===== src/design/bei_pkg.sv =====
package bei_pkg;

    localparam logic [1:0] REQ_LOAD  = 2'd0;
    localparam logic [1:0] REQ_QUERY = 2'd1;
    localparam logic [1:0] REQ_CLEAR = 2'd2;

    localparam logic [1:0] ST_OK         = 2'd0;
    localparam logic [1:0] ST_DECREASING = 2'd1;
    localparam logic [1:0] ST_FULL       = 2'd2;
    localparam logic [1:0] ST_EMPTY      = 2'd3;

    typedef struct packed {
        logic [1:0]         req_type;
        logic [31:0]        time_in;
        logic signed [31:0] value_in;
    } bei_in_t;

    typedef struct packed {
        logic signed [31:0] value_out;
        logic [1:0]         status;
    } bei_out_t;

    // Controller to datapath
    typedef struct packed {
        logic latch;      // capture request beat
        logic write_pt;   // append point to table
        logic clear;      // empty the table
        logic rd_capture; // take read data as right point
        logic shift_lr;   // right point becomes left, advance index
        logic mul_start;  // compute product
        logic div_start;  // start divider
        logic div_step;   // one restoring step
        logic finish;     // form result
        logic [1:0] mode; // result selection
    } bei_cmd_t;

    localparam logic [1:0] MODE_ZERO = 2'd0;
    localparam logic [1:0] MODE_LEFT = 2'd1;
    localparam logic [1:0] MODE_RIGHT = 2'd2;
    localparam logic [1:0] MODE_INTERP = 2'd3;

    // Datapath to controller
    typedef struct packed {
        logic full;
        logic empty;
        logic decreasing;
        logic idx_last;     // scan index is the last point
        logic below_first;  // query before first point (valid after first capture)
        logic hit;          // query <= right point time
        logic equal_times;  // left and right share a time
        logic div_done;
    } bei_stat_t;

endpackage


===== src/design/bei_ctrl.sv =====
module bei_ctrl import bei_pkg::*; (
    input  logic      clk,
    input  logic      rst_n,
    input  logic      start,
    input  logic [1:0] req_type,
    input  bei_stat_t stat,
    output bei_cmd_t  cmd,
    output logic      busy,
    output logic      done
);

    typedef enum logic [3:0] {
        S_IDLE, S_DECODE, S_RD, S_CAP, S_CHECK, S_MUL, S_DIV, S_FIN, S_OUT
    } state_t;

    state_t     state_reg;
    logic [1:0] rt_reg;
    logic [1:0] mode_reg;
    logic       done_reg;
    // Scan index zero is the first point
    logic       at_first_reg;
    logic       chk_adv;

    always_ff @(posedge clk or negedge rst_n)
    begin
        if (!rst_n)
        begin
            state_reg    <= S_IDLE;
            rt_reg       <= REQ_LOAD;
            mode_reg     <= MODE_ZERO;
            done_reg     <= 1'b0;
            at_first_reg <= 1'b1;
        end
        else
        begin
            done_reg <= 1'b0;
            case (state_reg)
                S_IDLE:
                begin
                    at_first_reg <= 1'b1;
                    if (start)
                    begin
                        rt_reg    <= req_type;
                        state_reg <= S_DECODE;
                    end
                end
                S_DECODE:
                begin
                    if (rt_reg == REQ_QUERY && !stat.empty)
                        state_reg <= S_RD;
                    else
                    begin
                        mode_reg  <= MODE_ZERO;
                        state_reg <= S_FIN;
                    end
                end
                S_RD:  state_reg <= S_CAP;
                S_CAP: state_reg <= S_CHECK;
                S_CHECK:
                begin
                    if (stat.below_first)
                    begin
                        mode_reg  <= MODE_RIGHT;
                        state_reg <= S_FIN;
                    end
                    else if (stat.idx_last && !(stat.hit && !at_first_reg))
                    begin
                        mode_reg  <= MODE_RIGHT;
                        state_reg <= S_FIN;
                    end
                    else if (!at_first_reg && stat.hit)
                    begin
                        if (stat.equal_times)
                        begin
                            mode_reg  <= MODE_RIGHT;
                            state_reg <= S_FIN;
                        end
                        else
                            state_reg <= S_MUL;
                    end
                    else
                    begin
                        at_first_reg <= 1'b0;
                        state_reg    <= S_RD;
                    end
                end
                S_MUL: state_reg <= S_DIV;
                S_DIV:
                    if (stat.div_done)
                    begin
                        mode_reg  <= MODE_INTERP;
                        state_reg <= S_FIN;
                    end
                S_FIN: state_reg <= S_OUT;
                S_OUT:
                begin
                    done_reg  <= 1'b1;
                    state_reg <= S_IDLE;
                end
                default: state_reg <= S_IDLE;
            endcase
        end
    end

    assign chk_adv = (state_reg == S_CHECK) && !stat.below_first
                     && !(stat.idx_last && !(stat.hit && !at_first_reg))
                     && !(!at_first_reg && stat.hit);

    always_comb
    begin
        cmd            = '0;
        cmd.latch      = (state_reg == S_IDLE) && start;
        cmd.write_pt   = (state_reg == S_DECODE) && (rt_reg == REQ_LOAD)
                         && !stat.full && !stat.decreasing;
        cmd.clear      = (state_reg == S_DECODE) && (rt_reg == REQ_CLEAR);
        cmd.rd_capture = state_reg == S_CAP;
        // Left point follows the right one each time the scan moves on,
        // and also when the query falls before the first point
        cmd.shift_lr   = chk_adv || ((state_reg == S_CHECK) && stat.below_first);
        cmd.mul_start  = (state_reg == S_CHECK) && !stat.below_first && !at_first_reg
                         && stat.hit && !stat.equal_times;
        cmd.div_start  = state_reg == S_MUL;
        cmd.div_step   = (state_reg == S_DIV) && !stat.div_done;
        cmd.finish     = state_reg == S_FIN;
        cmd.mode       = mode_reg;
    end

    assign busy = state_reg != S_IDLE;
    assign done = done_reg;

endmodule


===== config.mk =====
export PLATFORM = sky130hd
export DESIGN_NAME = bei_ctrl
export DESIGN_NICKNAME = d
export VERILOG_FILES = /design/src/design/bei_pkg.sv /design/src/design/bei_ctrl.sv
export SDC_FILE = /design/constraint.sdc
export NUM_CORES = 1
export LEC_CHECK = 0
export BUFFER_PORTS_ARGS = -buffer_cell sky130_fd_sc_hd__clkbuf_2
export CORE_MARGIN = 1.5
export CORE_UTILIZATION = 40
export CTS_BUF_LIST = sky130_fd_sc_hd__clkbuf_8
export CTS_CLUSTER_DIAMETER = 30
export DETAILED_ROUTE_END_ITERATION = 6
export GPL_ROUTABILITY_DRIVEN = 0
export GPL_TIMING_DRIVEN = 0
export PLACE_DENSITY = 0.68
export SYNTH_ARGS = -nofsm -noshare
export SYNTH_HDL_FRONTEND = slang
export SYNTH_SLANG_ARGS = --single-unit

===== constraint.sdc =====
create_clock -name clk -period 1.8 [get_ports clk]
set_input_delay 0 -clock clk [delete_from_list [all_inputs] [get_ports clk]]
set_output_delay 0 -clock clk [all_outputs]
set_load 0.005 [all_outputs]

# Word level (Yosys, flattened, before mapping)
# Cells that the tools add are included.
# word_totals
reg_bits,10
inputBits,13
out_inout_bits,13
elab_cells,78
# classes
eq_ne,18
mux,20
reduce_logical,35
# op_table
cell,count
$pmux 4 s8,1
$mux 4,5
$eq 4x3->1 const B,4
$logic_and 1x1->1,16
$mux 2,7
$ne 2x2->1 const B,6
$logic_not 1->1,9
$eq 4x2->1 const B,2
$ne 4x4->1 const B,2
$pmux 2 s3,1
$reduce_and 5->1,1
$eq 4x1->1 const B,1
$eq 4x4->1 const B,1
$logic_not 4->1,1
$mux 1,4
$reduce_and 2->1,2
$reduce_and 4->1,1
$reduce_bool 4->1,1
$mux 3,1
$reduce_bool 3->1,1
$eq 2x1->1 const B,1
$eq 2x2->1 const B,1
$logic_not 2->1,1
$pmux 1 s2,1
2 further kinds,2

# Depth between registers and ports, before layout
# logic_depth
ltp_word,8
mapped_depth,4
depth_no_buf,3

# Worst setup path after synthesis
# OpenSTA, ideal clock, no wires.
# synth_timing
path_kind,register -> register
from,register state_reg[1]
to,register state_reg[2]
setup_time_ps,139
t_arrival_ps,1275
t_required_ps,1661
setup_slack_ps,386
stages_incl_launch_ff,4
n_path_buf,1
synth_period_minus_slack_ps,1414
cell_sequence,dfrtp_1 -> buf_6 -> o41ai_2 -> or4b_1
# synth_between
elab_chain_cells,3
word_cells_on_any_way,12
cone_classes,9 x eq/ne; 1 x mux; 2 x reduce/logical
# synth_rtl
element,line_no,rtl
start: declaration,bei_ctrl.sv:16,state_t state_reg;
start signal: assignment,bei_ctrl.sv:28,state_reg <= S_IDLE;
start signal: assignment,bei_ctrl.sv:44,state_reg <= S_DECODE;
start signal: assignment,bei_ctrl.sv:50,state_reg <= S_RD;
$eq 4x3->1 or $logic_not 4->1 (tied branches),bei_ctrl.sv:37,case (state_reg)
$ne 2x2->1 (no source line),--,
$reduce_and 2->1 (no source line),--,
# Parallel ways exist; a longest one is shown, timed or not.
# A chain may end at the register's enable or synchronous reset.

==> reports/summary.json <==
{
  "run_status": {
    "outcome": "finished clean"
  },
  "synthesis": {
    "synth.avg_cell_area_um2": 9.86,
    "ys_warn_count": 0,
    "syn_area_um2": 661,
    "synth_cells": 67,
    "synth.ff_latch_count": 10,
    "synth_cell_type_count": 40,
    "synth.yosys.seq_area_share_pct": 38.1,
    "post_synth_net_total": 80
  },
  "grt": {
    "vias_in_the_first_global_route": 545,
    "grt_remaining_overflow": 0,
    "largest_net_degree_at_the_start_of_global_routing": 11,
    "grt_overall_usage_pct": 17.6,
    "antenna_violations_before_repair": 0,
    "wire_length_of_the_first_global_routing_pass_um": 2350
  },
  "placement": {
    "placement.setup.worst_slack_ps": 296,
    "detailedPlacementHpwl_um": 1130,
    "port_buffers": 25,
    "dpl.cell_count": 108
  },
  "clock_network": {
    "clkSlewWorstSetupHoldPaths_ps": 50,
    "cts.sink_count": 10,
    "cts_tree": "done",
    "postCtsSetupBuffers": 0,
    "htree_num_levels": 1,
    "clk_latency_ps": 240,
    "tritoncts.num_buffers": 3,
    "clock_path_buffers": 2,
    "cts.root.buffer_cell": "clkbuf_8"
  },
  "pwr": {
    "vdd.ir_drop.worst_v": 0.000737,
    "p_leak_nw": 0.434,
    "p_per_area_nw_per_um2": 1590
  },
  "sta": {
    "timing.final.crit_share_pct": 88.0,
    "worst_max_slew_pin_slew_ps": 504,
    "max_slew_margin_pct": 65.9,
    "final.setup.worst_slack_ps": 216,
    "final.setup.tns_ps": 0,
    "timing.fmax_mhz": 631,
    "rsz0062_at_grt": "false",
    "finalWorstPathRequiredPeriod_ps": 1580,
    "final_max_slew_viol_count": 0,
    "final-setup-viol-count": 0,
    "finClkSkew_ps": 6.93,
    "hold_viol": 0
  },
  "drt": {
    "route.detailed.vias_per_inst": 5.43,
    "final_wl_um": 1460,
    "final_antenna_net_count": 0,
    "detailedRoute.firstPassIterationCount": 4,
    "drt_iter0_drcs": 8,
    "drcViolationCount": 0,
    "drt-wirelength-per-cell_um": 12.8,
    "vias": 619
  },
  "floorplanning": {
    "rows": 14,
    "die_area_um2": 1900,
    "floorplan.io_pins": 26,
    "fp.dieW_um": 43.6,
    "start_util_pct": 43.3,
    "floorplan.die.height_um": 43.6,
    "core_um2": 1520
  },
  "cells_and_area": {
    "mostFrequentLayoutCells": "clkbuf_2, dfrtp_1, inv_1, nor2_1",
    "area.growth.synth_to_final_pct": 31.8,
    "finalNonFillerCells": 114,
    "n_fill_cell": 147,
    "design.final.nets": 112,
    "post_route_cells_drive_above_1_share_pct": 39.8,
    "multiInputGateArea_um2": 358,
    "register_area_um2": 251,
    "largest_register_ff_count": 4,
    "layout.cells.most_common": "clkbuf_2",
    "diodes": 0
  },
  "critical_path": {
    "crit_slowest_cell": "nor4b_1",
    "critical_path.max_fanout": 3,
    "worst_setup_path_end_kind": "output pin",
    "crit_arrival_ps": 1580,
    "timing.critical_path.from_type": "flip-flop",
    "critical_path.cell_chain": "nor4b_1 > nand2b_1 > nor4_1 > clkbuf_2",
    "timing.critical_path.depth": 4,
    "criticalPathCategory": "reg2out",
    "worst_reg_to_reg_cells": 4,
    "cp.required_ps": 1800,
    "cpPeakStageDelay_ps": 490,
    "cpLargestDelayFamily": "simple AND/OR/NAND/NOR gates",
    "worst-path-buf-inv": 1
  },
  "min_path": {
    "hold_class": "in2reg",
    "hold_depth": 2
  },
  "job": {
    "maxCapViolCount": 0
  }
}
[synth_stat cells, drive strengths merged]
cell     n  area share [%]
a32o     1             1.5
nand2b   2             1.9
nor2     6             3.4
nand3    2             1.5
and2     1            0.95
or3      1            0.95
nor4bb   1             1.5
and3     1            0.95
nor3b    3             3.4
a22o     1             1.3
a21oi    1            0.76
o2111ai  1             1.3
nor3     1            0.76
clkbuf   1            0.76
o211ai   1             1.1
xor2     1             1.3
dfrtp    9              34
o41ai    1             2.5
a31oi    1            0.95
nor4b    3             6.3
nor4     1            0.95
or4b     2             3.0
o221ai   1             1.3
o22ai    1            0.95
and4bb   1             1.9
o21ai    2             1.5
inv      5             2.8
a211o    1             1.3
or2b     1             1.1
buf      3             4.2
mux2     2             3.4
or3b     1             1.3
nor2b    1            0.95
nand3b   1             1.1
dfstp    1             4.0
nand2    3             1.7
o21a     1             1.1
[cell type report]
cell class / instances / share of cell area [%]
clock inverter: 1 / 0.431
tap: 16 / 2.30
clock buffer: 3 / 4.74
timing repair buffer: 27 / 16.7
buffer: 4 / 3.74
multi-input combinational: 48 / 41.1
inverter: 5 / 2.16
sequential: 10 / 28.9
[through the flow]
| stage | power [mW] | hold WS, ps | utilization (%) | instance area, µm² |
|---|---|---|---|---|
| 3_5_place_dp | 1.15 | -117 | 52.9 | 806 |
| 3_3_place_gp | 1.13 | -118 | 52.9 | 806 |
| 2_1_floorplan | 0.945 | -296 | - | 661 |
| 4_1_cts | 1.40 | 1.76 | 57.1 | 871 |
| 6_report | 1.39 | 4.87 | 57.1 | 871 |
| 5_1_grt | 1.50 | 10.8 | 57.1 | 871 |
[kinds of logic after synthesis]
logic type	share of synthesized area, %
AOI/OAI and AO/OA	15.7
xor gates and xnor gates	1.33
buffers and inverters	7.76
DFF	38.1
muxes	3.41
and+or+nand+nor	33.7
[power by group]
group	internal (mW)	switching [mW]
clock	0.149	0.0885
combinational	0.369	0.375
sequential	0.335	0.0712
[timing repair]
item                                   CTS  global route
setup endpoints to repair                0             0
gates resized for setup                  0             0
hold buffers                             2             0
endpoints found under the hold margin   11             0
[routing by layer]
metal  GRT usage, %  routed length (µm)  part of all wire [%]  vias up
li1               -                   -                     -      311
met1           20.8                 605                    41      278
met2           27.9                 722                    49       26
met3           5.00                 102                   7.0        4
met4           10.9                  29                   2.0        0
met5              0                   0                     0        -
[path summary, 6_finish.rpt]
check	startpoint	end	slack (ps)
hold / removal	req_type[0]	rt_reg[0]	5
min in group asynchronous	rst_n	state_reg[0]	160
setup reg to reg	state_reg[3]	mode_reg[1]	280
hold reg to reg	mode_reg[1]	mode_reg[1]	500
max in group asynchronous	rst_n	at_first_reg	1370
setup / recovery	state_reg[3]	cmd[9]	220
[worst register-to-register path, stage by stage (launching register included)]
cell       delay [ps]
dfrtp_1           390
buf_2             190
nor4b_4           320
o2111ai_1         210
a32o_1            300
Note: power is estimated with default switching activity, not from simulation.
